[src/design/cma_pkg.sv]
// Shared types and constants for the centered moving average core.
// No dependencies; used by cma_ring, cma_div and centered_moving_average_core.
`default_nettype none

package cma_pkg;

	// Field and datapath widths
	localparam int SAMPLE_W = 16;   // input sample
	localparam int MEAN_W   = 20;   // mean, 4 fraction bits
	localparam int SUM_W    = 21;   // signed window sum over up to 31 samples
	localparam int IDX_W    = 5;    // ring index, sample counts
	localparam int HW_W     = 4;    // half_width register
	localparam int FRAC_W   = 4;    // fraction bits of the mean
	localparam int X_W      = 24;   // |sum| scaled by 16
	localparam int RECIP_W  = 25;   // reciprocal, 2^24 / d
	localparam int PROD_W   = X_W + RECIP_W;
	localparam int QD_W     = X_W + IDX_W;

	localparam int RING_DEPTH = 32;
	localparam logic [IDX_W-1:0] SEEN_CAP = 5'd31;
	localparam logic [HW_W-1:0]  HW_RESET = 4'd2;

	// Reciprocal table, floor(2^24 / d); entry 0 never used
	localparam int RECIP_NUM = 16777216;
	localparam logic [RECIP_W-1:0] RECIP [32] = '{
		25'd0,
		25'(RECIP_NUM / 1),  25'(RECIP_NUM / 2),  25'(RECIP_NUM / 3),  25'(RECIP_NUM / 4),
		25'(RECIP_NUM / 5),  25'(RECIP_NUM / 6),  25'(RECIP_NUM / 7),  25'(RECIP_NUM / 8),
		25'(RECIP_NUM / 9),  25'(RECIP_NUM / 10), 25'(RECIP_NUM / 11), 25'(RECIP_NUM / 12),
		25'(RECIP_NUM / 13), 25'(RECIP_NUM / 14), 25'(RECIP_NUM / 15), 25'(RECIP_NUM / 16),
		25'(RECIP_NUM / 17), 25'(RECIP_NUM / 18), 25'(RECIP_NUM / 19), 25'(RECIP_NUM / 20),
		25'(RECIP_NUM / 21), 25'(RECIP_NUM / 22), 25'(RECIP_NUM / 23), 25'(RECIP_NUM / 24),
		25'(RECIP_NUM / 25), 25'(RECIP_NUM / 26), 25'(RECIP_NUM / 27), 25'(RECIP_NUM / 28),
		25'(RECIP_NUM / 29), 25'(RECIP_NUM / 30), 25'(RECIP_NUM / 31)
	};

	// Sequencer states
	typedef enum logic [3:0] {
		ST_IDLE,
		ST_PRE_SUB,
		ST_WRITE,
		ST_PLAN,
		ST_TGT,
		ST_ADJ,
		ST_ADJ_UPD,
		ST_DIV,
		ST_DIV_WAIT,
		ST_EMIT
	} cma_state_t;

	// Ring write port
	typedef struct packed {
		logic                en;
		logic [IDX_W-1:0]    addr;
		logic [SAMPLE_W-1:0] data;
	} cma_ring_wr_t;

	// Divider request
	typedef struct packed {
		logic                    start;
		logic signed [SUM_W-1:0] sum;
		logic [IDX_W-1:0]        size;
	} cma_div_req_t;

endpackage

`default_nettype wire

[src/design/cma_ring.sv]
// Sample ring: 32 x 16 synchronous memory, one write and one read port,
// read data registered. Depends on cma_pkg.
`default_nettype none

module cma_ring (
	input  wire logic                           clk,
	input  wire cma_pkg::cma_ring_wr_t          wr,
	input  wire logic [cma_pkg::IDX_W-1:0]      raddr,
	output logic      [cma_pkg::SAMPLE_W-1:0]   rdata
);

	logic [cma_pkg::SAMPLE_W-1:0] mem [cma_pkg::RING_DEPTH];

	// write port
	always_ff @(posedge clk) begin
		if (wr.en) begin
			mem[wr.addr] <= wr.data;
		end
	end

	// registered read port
	always_ff @(posedge clk) begin
		rdata <= mem[raddr];
	end

endmodule

`default_nettype wire

[src/design/cma_div.sv]
// Four-stage divider: (sum * 16) / size, truncated toward zero, by a
// reciprocal multiply and one correction step. Depends on cma_pkg.
`default_nettype none

module cma_div (
	input  wire logic                               clk,
	input  wire logic                               arst_n,
	input  wire cma_pkg::cma_div_req_t              req,
	output logic                                    done,
	output logic      [cma_pkg::MEAN_W-1:0]         mean
);

	logic                               v_s1, v_s2, v_s3;
	logic                               done_q;
	logic                               neg_s1, neg_s2, neg_s3;
	logic [cma_pkg::X_W-1:0]            x_s1, x_s2, x_s3;
	logic [cma_pkg::IDX_W-1:0]          d_s1, d_s2, d_s3;
	logic [cma_pkg::RECIP_W-1:0]        r_s1;
	logic [cma_pkg::PROD_W-1:0]         prod_s2;
	logic [cma_pkg::X_W-1:0]            q0_s3;
	logic [cma_pkg::QD_W-1:0]           qd_s3;
	logic [cma_pkg::MEAN_W-1:0]         mean_q;

	logic [cma_pkg::SUM_W-1:0]          abs_sum;
	logic [cma_pkg::X_W-1:0]            q0_c;
	logic [cma_pkg::QD_W-1:0]           rem_c;
	logic [cma_pkg::X_W-1:0]            q_c;

	// magnitude of the sum
	assign abs_sum = req.sum[cma_pkg::SUM_W-1] ? (-req.sum) : req.sum;

	// quotient estimate from the product
	assign q0_c = prod_s2[2*cma_pkg::X_W-1:cma_pkg::X_W];

	// correction: estimate is exact or one low
	assign rem_c = {{cma_pkg::IDX_W{1'b0}}, x_s3} - qd_s3;
	assign q_c   = (rem_c >= cma_pkg::QD_W'(d_s3)) ? (q0_s3 + 1'b1) : q0_s3;

	// stage valids
	always_ff @(posedge clk or negedge arst_n) begin
		if (!arst_n) begin
			v_s1   <= 1'b0;
			v_s2   <= 1'b0;
			v_s3   <= 1'b0;
			done_q <= 1'b0;
		end else begin
			v_s1   <= req.start;
			v_s2   <= v_s1;
			v_s3   <= v_s2;
			done_q <= v_s3;
		end
	end

	// datapath
	always_ff @(posedge clk) begin
		if (req.start) begin
			neg_s1 <= req.sum[cma_pkg::SUM_W-1];
			x_s1   <= {abs_sum[cma_pkg::X_W-cma_pkg::FRAC_W-1:0],
				{cma_pkg::FRAC_W{1'b0}}};
			d_s1   <= req.size;
			r_s1   <= cma_pkg::RECIP[req.size];
		end
		if (v_s1) begin
			prod_s2 <= cma_pkg::PROD_W'(x_s1) * cma_pkg::PROD_W'(r_s1);
			x_s2    <= x_s1;
			d_s2    <= d_s1;
			neg_s2  <= neg_s1;
		end
		if (v_s2) begin
			q0_s3  <= q0_c;
			qd_s3  <= cma_pkg::QD_W'(q0_c) * cma_pkg::QD_W'(d_s2);
			x_s3   <= x_s2;
			d_s3   <= d_s2;
			neg_s3 <= neg_s2;
		end
		if (v_s3) begin
			mean_q <= neg_s3 ? (-q_c[cma_pkg::MEAN_W-1:0]) : q_c[cma_pkg::MEAN_W-1:0];
		end
	end

	assign done = done_q;
	assign mean = mean_q;

endmodule

`default_nettype wire

[src/design/centered_moving_average_core.sv]
// Centered moving average with windows clipped at the waveform ends.
// Depends on cma_pkg, cma_ring (sample memory) and cma_div (divider).
//
//   channel   signals                             direction  handshake
//   samples   sample, last                        in         sample_valid / sample_stall
//   means     mean_q4, last_out                   out        mean_valid / mean_stall
//   config    cfg_data (half_width)               in         cfg_valid / cfg_ready
//
// One sample at a time: a new sample is taken only in idle. The pace is set by
// the single read port of the ring (one read per sample added to or removed
// from the running sum) and the four-stage divider. A flush on last repeats
// the window adjustment and the division for each further pending mean.
// Reset clears the counters, the sum and half_width (to 2); the ring is not cleared.
// A held output beat does not block the next sample; the sequencer waits on the
// output only when it has a new mean and the output register is still full.
`default_nettype none

module centered_moving_average_core (
	input  wire logic                                  clk,
	input  wire logic                                  arst_n,
	// samples
	input  wire logic                                  sample_valid,
	output logic                                       sample_stall,
	input  wire logic signed [cma_pkg::SAMPLE_W-1:0]   sample,
	input  wire logic                                  last,
	// means
	output logic                                       mean_valid,
	input  wire logic                                  mean_stall,
	output logic signed      [cma_pkg::MEAN_W-1:0]     mean_q4,
	output logic                                       last_out,
	// configuration
	input  wire logic                                  cfg_valid,
	output logic                                       cfg_ready,
	input  wire logic        [cma_pkg::HW_W-1:0]       cfg_data
);

	cma_pkg::cma_state_t                 state_q, state_d;
	logic [cma_pkg::HW_W-1:0]            hw_q;
	logic [cma_pkg::IDX_W-1:0]           wr_q;
	logic [cma_pkg::IDX_W-1:0]           cnt_q;
	logic [cma_pkg::IDX_W-1:0]           seen_q;
	logic signed [cma_pkg::SUM_W-1:0]    sum_q;
	logic [cma_pkg::SAMPLE_W-1:0]        samp_q;
	logic                                last_q;
	logic [cma_pkg::HW_W-1:0]            k_q;
	logic [cma_pkg::IDX_W-1:0]           tgt_q;
	logic                                dir_q;
	logic                                out_valid_q;
	logic [cma_pkg::MEAN_W-1:0]          out_mean_q;
	logic                                out_last_q;

	cma_pkg::cma_ring_wr_t               ring_wr;
	logic [cma_pkg::IDX_W-1:0]           ring_raddr;
	logic [cma_pkg::SAMPLE_W-1:0]        ring_rdata;
	cma_pkg::cma_div_req_t               div_req;
	logic                                div_done;
	logic [cma_pkg::MEAN_W-1:0]          div_mean;

	logic                                in_acc;
	logic                                out_free;
	logic                                out_load;
	logic [cma_pkg::IDX_W-1:0]           hw_ext;
	logic [cma_pkg::IDX_W-1:0]           full_c;
	logic [cma_pkg::IDX_W-1:0]           seen_inc;
	logic                                reach_c;
	logic [cma_pkg::IDX_W-1:0]           kmax_c;
	logic [cma_pkg::IDX_W-1:0]           flush_sz;
	logic [cma_pkg::IDX_W-1:0]           tgt_c;
	logic signed [cma_pkg::SUM_W-1:0]    in_ext, samp_ext, rd_ext;

	// ---- handshake and small helpers ----
	assign in_acc   = sample_valid && (state_q == cma_pkg::ST_IDLE);
	assign out_free = !out_valid_q || !mean_stall;
	assign out_load = (state_q == cma_pkg::ST_EMIT) && out_free;

	assign hw_ext   = {1'b0, hw_q};
	assign full_c   = {hw_q, 1'b1};
	assign seen_inc = (seen_q == cma_pkg::SEEN_CAP) ? seen_q : (seen_q + 1'b1);
	assign reach_c  = seen_q >= (hw_ext + 1'b1);
	assign kmax_c   = ((seen_q - 1'b1) > hw_ext) ? hw_ext : (seen_q - 1'b1);
	assign flush_sz = {1'b0, k_q} + hw_ext + 1'b1;

	// window size for the next mean
	always_comb begin
		if (last_q) begin
			tgt_c = (flush_sz > seen_q) ? seen_q : flush_sz;
		end else begin
			tgt_c = (seen_q < full_c) ? seen_q : full_c;
		end
	end

	assign in_ext   = {{(cma_pkg::SUM_W-cma_pkg::SAMPLE_W){sample[cma_pkg::SAMPLE_W-1]}}, sample};
	assign samp_ext = {{(cma_pkg::SUM_W-cma_pkg::SAMPLE_W){samp_q[cma_pkg::SAMPLE_W-1]}}, samp_q};
	assign rd_ext   = {{(cma_pkg::SUM_W-cma_pkg::SAMPLE_W){ring_rdata[cma_pkg::SAMPLE_W-1]}},
		ring_rdata};

	// ---- next state ----
	always_comb begin
		state_d = state_q;
		unique case (state_q)
			cma_pkg::ST_IDLE: begin
				if (sample_valid) begin
					state_d = (cnt_q == cma_pkg::SEEN_CAP) ? cma_pkg::ST_PRE_SUB
						: cma_pkg::ST_PLAN;
				end
			end
			cma_pkg::ST_PRE_SUB:  state_d = cma_pkg::ST_WRITE;
			cma_pkg::ST_WRITE:    state_d = cma_pkg::ST_PLAN;
			cma_pkg::ST_PLAN: begin
				state_d = (last_q || reach_c) ? cma_pkg::ST_TGT : cma_pkg::ST_IDLE;
			end
			cma_pkg::ST_TGT:      state_d = cma_pkg::ST_ADJ;
			cma_pkg::ST_ADJ: begin
				state_d = (cnt_q == tgt_q) ? cma_pkg::ST_DIV : cma_pkg::ST_ADJ_UPD;
			end
			cma_pkg::ST_ADJ_UPD:  state_d = cma_pkg::ST_ADJ;
			cma_pkg::ST_DIV:      state_d = cma_pkg::ST_DIV_WAIT;
			cma_pkg::ST_DIV_WAIT: begin
				if (div_done) begin
					state_d = cma_pkg::ST_EMIT;
				end
			end
			cma_pkg::ST_EMIT: begin
				if (out_free) begin
					state_d = (last_q && (k_q != '0)) ? cma_pkg::ST_TGT : cma_pkg::ST_IDLE;
				end
			end
			default:              state_d = cma_pkg::ST_IDLE;
		endcase
	end

	// ---- memory and divider controls ----
	always_comb begin
		ring_wr.en    = 1'b0;
		ring_wr.addr  = wr_q;
		ring_wr.data  = samp_q;
		ring_raddr    = wr_q - cnt_q;
		div_req.start = 1'b0;
		div_req.sum   = sum_q;
		div_req.size  = cnt_q;
		unique case (state_q)
			cma_pkg::ST_IDLE: begin
				// oldest entry read ahead in case the window is at capacity
				ring_wr.en   = in_acc && (cnt_q != cma_pkg::SEEN_CAP);
				ring_wr.data = sample;
			end
			cma_pkg::ST_WRITE: begin
				ring_wr.en = 1'b1;
			end
			cma_pkg::ST_ADJ: begin
				// shrink drops the oldest entry, grow adds the next older one
				ring_raddr = (cnt_q > tgt_q) ? (wr_q - cnt_q) : (wr_q - cnt_q - 1'b1);
			end
			cma_pkg::ST_DIV: begin
				div_req.start = 1'b1;
			end
			default: begin
			end
		endcase
	end

	// ---- sequencer registers ----
	always_ff @(posedge clk or negedge arst_n) begin
		if (!arst_n) begin
			state_q     <= cma_pkg::ST_IDLE;
			wr_q        <= '0;
			cnt_q       <= '0;
			seen_q      <= '0;
			sum_q       <= '0;
			last_q      <= 1'b0;
			k_q         <= '0;
			tgt_q       <= '0;
			dir_q       <= 1'b0;
			out_valid_q <= 1'b0;
		end else begin
			state_q <= state_d;

			// output register
			if (out_load) begin
				out_valid_q <= 1'b1;
			end else if (!mean_stall) begin
				out_valid_q <= 1'b0;
			end

			unique case (state_q)
				cma_pkg::ST_IDLE: begin
					if (in_acc) begin
						last_q <= last;
						if (cnt_q != cma_pkg::SEEN_CAP) begin
							wr_q   <= wr_q + 1'b1;
							cnt_q  <= cnt_q + 1'b1;
							sum_q  <= sum_q + in_ext;
							seen_q <= seen_inc;
						end
					end
				end
				cma_pkg::ST_PRE_SUB: begin
					sum_q <= sum_q - rd_ext;
					cnt_q <= cnt_q - 1'b1;
				end
				cma_pkg::ST_WRITE: begin
					wr_q   <= wr_q + 1'b1;
					cnt_q  <= cnt_q + 1'b1;
					sum_q  <= sum_q + samp_ext;
					seen_q <= seen_inc;
				end
				cma_pkg::ST_PLAN: begin
					k_q <= kmax_c[cma_pkg::HW_W-1:0];
				end
				cma_pkg::ST_TGT: begin
					tgt_q <= tgt_c;
				end
				cma_pkg::ST_ADJ: begin
					dir_q <= cnt_q < tgt_q;
				end
				cma_pkg::ST_ADJ_UPD: begin
					if (dir_q) begin
						sum_q <= sum_q + rd_ext;
						cnt_q <= cnt_q + 1'b1;
					end else begin
						sum_q <= sum_q - rd_ext;
						cnt_q <= cnt_q - 1'b1;
					end
				end
				cma_pkg::ST_EMIT: begin
					// flush walks pending positions; waveform ends at k = 0
					if (out_free && last_q) begin
						if (k_q != '0) begin
							k_q <= k_q - 1'b1;
						end else begin
							seen_q <= '0;
							cnt_q  <= '0;
							sum_q  <= '0;
						end
					end
				end
				default: begin
				end
			endcase
		end
	end

	// payload registers
	always_ff @(posedge clk) begin
		if (in_acc) begin
			samp_q <= sample;
		end
		if (out_load) begin
			out_mean_q <= div_mean;
			out_last_q <= last_q && (k_q == '0);
		end
	end

	// half_width register
	always_ff @(posedge clk or negedge arst_n) begin
		if (!arst_n) begin
			hw_q <= cma_pkg::HW_RESET;
		end else if (cfg_valid && cfg_ready) begin
			hw_q <= cfg_data;
		end
	end

	assign cfg_ready    = 1'b1;
	assign sample_stall = (state_q != cma_pkg::ST_IDLE);
	assign mean_valid   = out_valid_q;
	assign mean_q4      = out_mean_q;
	assign last_out     = out_last_q;

	// ---- submodules ----
	cma_ring u_ring (
		.clk   (clk),
		.wr    (ring_wr),
		.raddr (ring_raddr),
		.rdata (ring_rdata)
	);

	cma_div u_div (
		.clk    (clk),
		.arst_n (arst_n),
		.req    (div_req),
		.done   (div_done),
		.mean   (div_mean)
	);

	// ---- assertions ----
	// running sum never covers entries outside the current waveform
	a_cnt_le_seen: assert property (@(posedge clk) disable iff (!arst_n)
		cnt_q <= seen_q)
		else $error("window count exceeds samples seen");

	// divider finishes only while the sequencer waits for it
	a_div_done: assert property (@(posedge clk) disable iff (!arst_n)
		div_done |-> (state_q == cma_pkg::ST_DIV_WAIT))
		else $error("divider result outside wait state");

	// every window-adjust sum update follows a read issued in the previous cycle
	a_upd_after_rd: assert property (@(posedge clk) disable iff (!arst_n)
		(state_q == cma_pkg::ST_ADJ_UPD) |-> ($past(state_q) == cma_pkg::ST_ADJ))
		else $error("sum update without ring read");

	// a loaded mean is presented on the next cycle
	a_load_valid: assert property (@(posedge clk) disable iff (!arst_n)
		out_load |=> mean_valid)
		else $error("loaded mean not presented");

endmodule

`default_nettype wire

[config.mk]
export PLATFORM = sky130hd
export DESIGN_NAME = centered_moving_average_core
export DESIGN_NICKNAME = d
export VERILOG_FILES = /design/src/design/cma_pkg.sv /design/src/design/cma_ring.sv /design/src/design/cma_div.sv /design/src/design/centered_moving_average_core.sv
export SDC_FILE = /design/constraint.sdc
export NUM_CORES = 2
export LEC_CHECK = 0
export BUFFER_PORTS_ARGS = -buffer_cell sky130_fd_sc_hd__buf_4
export CAP_MARGIN = 20
export CORE_MARGIN = 2
export CORE_UTILIZATION = 45
export CTS_BUF_LIST = sky130_fd_sc_hd__clkbuf_4 sky130_fd_sc_hd__clkbuf_8
export DETAILED_ROUTE_END_ITERATION = 10
export PLACE_DENSITY = 0.68
export SETUP_SLACK_MARGIN = 0.4
export SYNTH_ARGS = -nofsm -noshare
export SYNTH_HDL_FRONTEND = slang
export SYNTH_SLANG_ARGS = --single-unit
[constraint.sdc]
create_clock -name clk -period 8.5 [get_ports clk]
set_input_delay 0.425 -clock clk [delete_from_list [all_inputs] [get_ports clk]]
set_output_delay 0.425 -clock clk [all_outputs]
set_load 0.01 [all_outputs]
== Word level (Yosys, flattened, before mapping) ==
Memories as Yosys holds them, arrays and structs flattened. A register that Yosys moved wholly into a read port is not among the register bits.
Cells that the tools add are included.
Widths: inputs -> output; s select.

* $add $sub $neg: 19
* Multipliers: 2
* Div/mod/pow operators: 0
* Magnitude comparators: 7
* Eq/ne operators: 22
* Shift operators: 0
* Muxes and demuxes: 46
* Bitwise logic cells: 1
* Reduce and logical (&&, ||, !) cells: 25

{| class="wikitable"
|+ Operator list
! cell !! number
|-
| $mux 21 || 5
|-
| $pmux 21 s5 || 1
|-
| $mux 5 || 15
|-
| $add 21x16->21 || 3
|-
| $mux 20 || 3
|-
| $mul 20x25->44 || 1
|-
| $neg 20->20 || 2
|-
| $pmux 4 s9 || 1
|-
| $ge 29x5->1 || 1
|-
| $mul 24x5->29 || 1
|-
| $sub 24x29->29 || 1
|-
| $pmux 5 s5 || 1
|-
| $mux 4 || 6
|-
| $sub 21x16->21 || 1
|-
| $add 20x1->20 const B || 1
|-
| $add 5x1->5 const B || 4
|-
| $eq 4x3->1 const B || 4
|-
| $mux 16 || 1
|-
| $pmux 5 s3 || 1
|-
| $sub 5x1->5 const B || 3
|-
| $eq 5x5->1 const B || 2
|-
| $gt 5x5->1 || 2
|-
| $lt 5x5->1 || 2
|-
| $ne 2x1->1 const B || 5
|-
| other kinds (31) || 55
|}

* Register bits: 288
* Latch bits: 0
* RAM bits: 512
* ROM bits: 800
* Bits of input ports: 26
* Output and inout bits: 24
* Word-level logic and storage cells: 155
* Memories kept: 2

{| class="wikitable"
|+ Memory list
! memory !! depth !! bits a word !! rd ports !! clocked after memory_dff !! wr ports !! RTL line !! source
|-
| (name not given) || 32 || 25 || 1 || 1 || 0 || cma_div.sv:61 || <nowiki>r_s1 <= cma_pkg::RECIP[req.size];</nowiki>
|-
| u_ring.mem || 32 || 16 || 1 || 1 || 1 || cma_ring.sv:12 || <nowiki>logic [cma_pkg::SAMPLE_W-1:0] mem [cma_pkg::RING_DEPTH];</nowiki>
|}

== Longest topological paths before layout ==
* Word-level depth: 6
* Gate-level depth with buffers: 31
* Gate-level depth less buffers: 30

== Cells and area by module ==
From an unflattened synthesis, not the netlist that was laid out.

* Cell total of the unflattened synthesis: 5091
* Area total of the unflattened synthesis: 57829.2 µm²

{| class="wikitable"
|+ By module, submodules not included
! module !! times used !! cells an instance !! area each (µm²) !! seq. area each (µm²)
|-
| cma_div || 1 || 2984 || 28875.2 || 5985.7
|-
| cma_ring || 1 || 1143 || 20535.9 || 15695.1
|-
| centered_moving_average_core || 1 || 964 || 8418.1 || 2513.7
|}

== Worst setup path before layout ==
Ideal clock, no wire load.

* Path kind: flip-flop to flip-flop
* Start point: register u_div.x_s1[6] (netlist name)
* End point: register u_div.prod_s2[47] (netlist name) (data pin)
* Setup time: 260 ps
* Arrival: 6722 ps
* Required time: 8240 ps
* Path slack: 1519 ps
* Stages on the path, launching flop included: 28
* Path buffers: 1
* Clock period less this slack: 6981 ps
* Path through: edfxtp_1 > clkbuf_1 > and2_1 > fa_1 > fa_1 > inv_1 > fa_1 > inv_1 > fa_1 > fa_1 > fa_1 > inv_1 > fa_1 > inv_1 > ha_1 > a21o_1 > a21o_1 > a21o_1 > nand2b_1 > a21oi_1 > o21ai_0 > nand2_1 > a31oi_1 > a211oi_1 > o31ai_1 > a31oi_1 > o21ai_0 > xnor2_1

* Longest elaborated chain between the ends: 1

{| class="wikitable"
|+ Ends and longest elaborated chain
! item !! RTL line !! source
|-
| start: declaration || cma_div.sv:16 || <nowiki>logic [cma_pkg::X_W-1:0] x_s1, x_s2, x_s3;</nowiki>
|-
| start signal: assignment || cma_div.sv:58 || <nowiki>x_s1 <= {abs_sum[cma_pkg::X_W-cma_pkg::FRAC_W-1:0],</nowiki>
|-
| $mul 20x25->44 || cma_div.sv:64 || <nowiki>prod_s2 <= cma_pkg::PROD_W'(x_s1) * cma_pkg::PROD_W'(r_s1);</nowiki>
|-
| end signal: assignment || cma_div.sv:64 ||
|-
| end: declaration || cma_div.sv:19 || <nowiki>logic [cma_pkg::PROD_W-1:0] prod_s2;</nowiki>
|}

No other way between the ends.
A chain may end at the register's enable or synchronous reset.

== Worst setup path after layout ==
* Start point: register u_div.x_s1[9] (netlist name)
* End point: register u_div.prod_s2[47] (netlist name) (data pin)

The elaborated chain is that of the path after synthesis.

==> flow_metrics.py <==
metrics = {
    "outcome": {
        "outcome": "finished clean",
    },
    "min_path": {
        "hold_class": "primary input to asynchronous set/reset pin",
    },
    "critical_path": {
        "cp_data_required_time_ns": 9.09,
        "ff2ff_setup_slack_ns": 0.96,
        "path_class": "flip-flop to flip-flop",
        "crit_path_frequent_cell": "fa_1",
        "cp_max_fo": 8,
        "max_stage_delay_ns": 0.55,
        "reg2regPathDepth": 29,
        "r2r-end": "u_div.prod_s2[47]$_DFFE_PP_",
        "reg2reg_from": "u_div.x_s1[9]$_DFFE_PP_",
        "cp-end-kind": "flip-flop",
        "startpoint_type": "flip-flop",
        "crit_arrival_ns": 8.14,
        "slowest_stage": "edfxtp_1",
    },
    "clock_network": {
        "cts_root_buf": "clkbuf_8",
        "clkTransAtPathRegs_ns": 0.06,
        "ctsHtreeMaxLevel": 4,
        "cts_buffers": 130,
        "clk_latency_ns": 0.85,
        "cts_buffer_depth": 3,
        "cts_tree": "done",
        "cts_sinks": 821,
    },
    "timing": {
        "maxSlewHeadroom": 0.2974,
        "finalSetupViolCount": 0,
        "timing.hold.ws_ns": 0.2713,
        "setup_ws_ns": 0.9553,
        "fmax_mhz": 132.5,
        "skew_ns": 0.05144,
        "hold_viol_final": 0,
        "finalCritPeriodShare": 0.8876,
        "tightest_slew_ns": 1.054,
        "maxSlewViolCount": 0,
        "layout_min_cycle_time_ns": 7.545,
        "grt_setup_unrepaired": "no",
        "fin_setup_tns_ns": 0,
    },
    "cells_and_area": {
        "layout-drive-gt1-share": 0.1285,
        "fin_cells": 6599,
        "filler_cell_count": 10740,
        "nets": 5674,
        "area_growth_pct": 10.39,
    },
    "global_routing": {
        "grt_start_max_net_pins": 129,
        "grtUsageTotal": 0.2131,
        "grt_pass1_vias": 37320,
        "grt_pass1_wl_um": 213800,
        "grt_overflow": 0,
        "antenna_found_initial": 2,
    },
    "logic_synthesis": {
        "synth_edf_count": 745,
        "synth_ff_type": "edfxtp_1",
        "async_flop_share": 0.07308,
        "syn_area_mm2": 0.05670,
        "synthesis.nets": 5533,
        "ys_ff_latch": 821,
        "synthCells": 4698,
        "synth.avg_cell_area_um2": 12.07,
        "ys_types": 89,
        "yosysSeqAreaShare": 0.4267,
        "yosysWarnings": 0,
    },
    "routing": {
        "remaining_drc_errors": 0,
        "wl_um": 137000,
        "wl_per_cell_um": 20.76,
        "firstDrtPassIters": 6,
        "via_count": 36520,
        "drt-initial-drc-count": 2824,
        "drt-vias-per-instance": 5.534,
        "ant_nets": 0,
    },
    "floorplan": {
        "core_mm2": 0.1254,
        "dieArea_mm2": 0.1289,
        "die_w_um": 359.0,
        "rows": 130,
        "io_pins": 50,
        "fp.dieH_um": 359.0,
        "start_util": 0.4521,
    },
    "placement": {
        "port_buffers": 48,
        "dp.cells": 6293,
        "place_congestion": 0.9144,
        "pre_cts_slack_ns": 0.4434,
        "hpwl_um": 97400,
    },
    "run": {
        "max_cap_viol_count": 0,
    },
    "pwr": {
        "total_power_mw": 8.262,
        "power.density_mw_per_mm2": 132.0,
        "leakage_nw": 26.56,
        "ir_worst_vdd_uv": 161.3,
    },
}
## layout make-up
type	count	area [um2]	area share
flip-flops and latches	821	24200	0.3866
diodes	6	15.01	0.0002399
repair buffers	219	1862	0.02974
clock inverters	46	384.1	0.006137
well taps	1650	2064	0.03298
clock buffers	190	2277	0.03638
inverters	619	2323	0.03712
multi-input cells	3048	29470	0.4708
## cell usage in the layout, fill, tap and decap left out, types with 16 or more instances in the layout
cell type and count:
nor3_1 48, mux2i_1 78, o21ai_0 108, xor2_1 35
nand2b_1 29, clkbuf_4 54, nand2_1 487, o21a_1 19
nand3_1 52, a21o_1 29, dfxtp_1 16, and2_1 298
clkinv_1 20, dfrtp_1 57, buf_4 184, a22oi_1 16
a21oi_1 171, xnor2_1 131, nor2b_1 28, ha_1 330
o31ai_1 19, mux2_2 36, fa_1 479, edfxtp_1 745
o22ai_1 22, nor2_1 191, mux4_2 144, clkbuf_8 136
inv_1 619, dlygate4sd3_1 25, or3_1 23, and3_1 26
o21bai_1 25
## power by group
group	switching, mW	leakage (nW)	total (mW)	internal (mW)
combinational	0.237	17.1	0.440	0.203
clock	1.63	1.40	3.45	1.81
sequential	0.0179	8.09	4.37	4.36
## sequential cells by signal (all words and copies together), names as in the netlist, 16 cells and up
| signal | flops |
|---|---|
| u_div.mean | 20 |
| u_div.prod_s2 | 24 |
| mean_q4 | 20 |
| u_div.q0_s3 | 20 |
| u_div.x_s3 | 20 |
| samp_q | 16 |
| u_ring.mem | 512 |
| u_ring.rdata | 16 |
| u_div.r_s1 | 25 |
| sum_q | 21 |
| u_div.x_s2 | 20 |
| u_div.qd_s3 | 29 |
| u_div.x_s1 | 20 |
## cell families (layout without fill, tap and decap cells)
logic type,after synthesis,after routing,share of synthesized area
AO/OA/AOI/OAI,561,561,0.06481
multiplexers,259,259,0.07829
other,1,7,0.00006614
adder cells (fa/ha/maj),809,809,0.2419
flip-flops,821,821,0.4267
XOR/XNOR,170,170,0.02626
AND/OR/NAND/NOR,1248,1248,0.1069
buffers and inverters,829,1074,0.05503
## metrics by stage
| step | util | cell area [um2] |
|---|---|---|
| after floorplan | - | 56700 |
| after global placement | 0.4723 | 59230 |
| after detailed placement | 0.4723 | 59230 |
| after CTS | 0.4955 | 62140 |
| after global routing | 0.4991 | 62590 |
| final | 0.4991 | 62590 |
## repair_timing
item | 4_1_cts | 5_1_grt
hold buffers | 25 | 0
setup buffers | 0 | 35
hold endpoints to repair | 83 | 0
resized for setup | 0 | 2
endpoints found under the setup margin | 0 | 8
## cell usage after synthesis (29+ instances only)
| cell | number | area [um2] |
|---|---|---|
| a21oi_1 | 173 | 865.8 |
| mux2_2 | 36 | 405.4 |
| dfrtp_1 | 59 | 1476 |
| ha_1 | 330 | 4129 |
| o21ai_0 | 108 | 540.5 |
| inv_1 | 619 | 2323 |
| a21o_1 | 29 | 217.7 |
| clkbuf_1 | 182 | 683.2 |
| fa_1 | 479 | 9589 |
| and2_1 | 298 | 1864 |
| nor2_1 | 191 | 716.9 |
| mux2i_1 | 79 | 790.8 |
| mux4_2 | 144 | 3243 |
| nand2b_1 | 29 | 181.4 |
| edfxtp_1 | 745 | 22370 |
| xnor2_1 | 134 | 1174 |
| nand3_1 | 52 | 260.3 |
| nor3_1 | 48 | 240.2 |
| nand2_1 | 487 | 1828 |
| xor2_1 | 36 | 315.3 |
## critical path: cells and delay by family, from the launching register on
family          cells  cell delay, ns
compound gates     10            1.91
xor+xnor            1            0.14
fa+ha+maj           8            3.62
buf+inv             7            0.77
flops               1            0.55
simple gates        3            0.33
## worst max path at each step
stage	startpoint	endpoint	cells past startpoint
floorplan	u_div.x_s1[6]$_DFFE_PP_	u_div.prod_s2[47]$_DFFE_PP_	27
global placement	u_div.x_s1[6]$_DFFE_PP_	u_div.prod_s2[47]$_DFFE_PP_	30
detailed placement	u_div.x_s1[9]$_DFFE_PP_	u_div.prod_s2[47]$_DFFE_PP_	27
CTS	u_div.x_s1[9]$_DFFE_PP_	u_div.prod_s2[47]$_DFFE_PP_	27
global route	u_div.r_s1[8]$_DFFE_PP_	u_div.prod_s2[47]$_DFFE_PP_	28
finish	u_div.x_s1[9]$_DFFE_PP_	u_div.prod_s2[47]$_DFFE_PP_	29
## routing by layer
layer,vias to the layer above,global-route usage,share of wire
met5,-,0,0
met1,18540,0.2753,0.41
met2,1286,0.3610,0.49
met4,0,0.08455,0.035
met3,265,0.03286,0.065
li1,16420,-,-
Power figures use the tool's default switching activity.
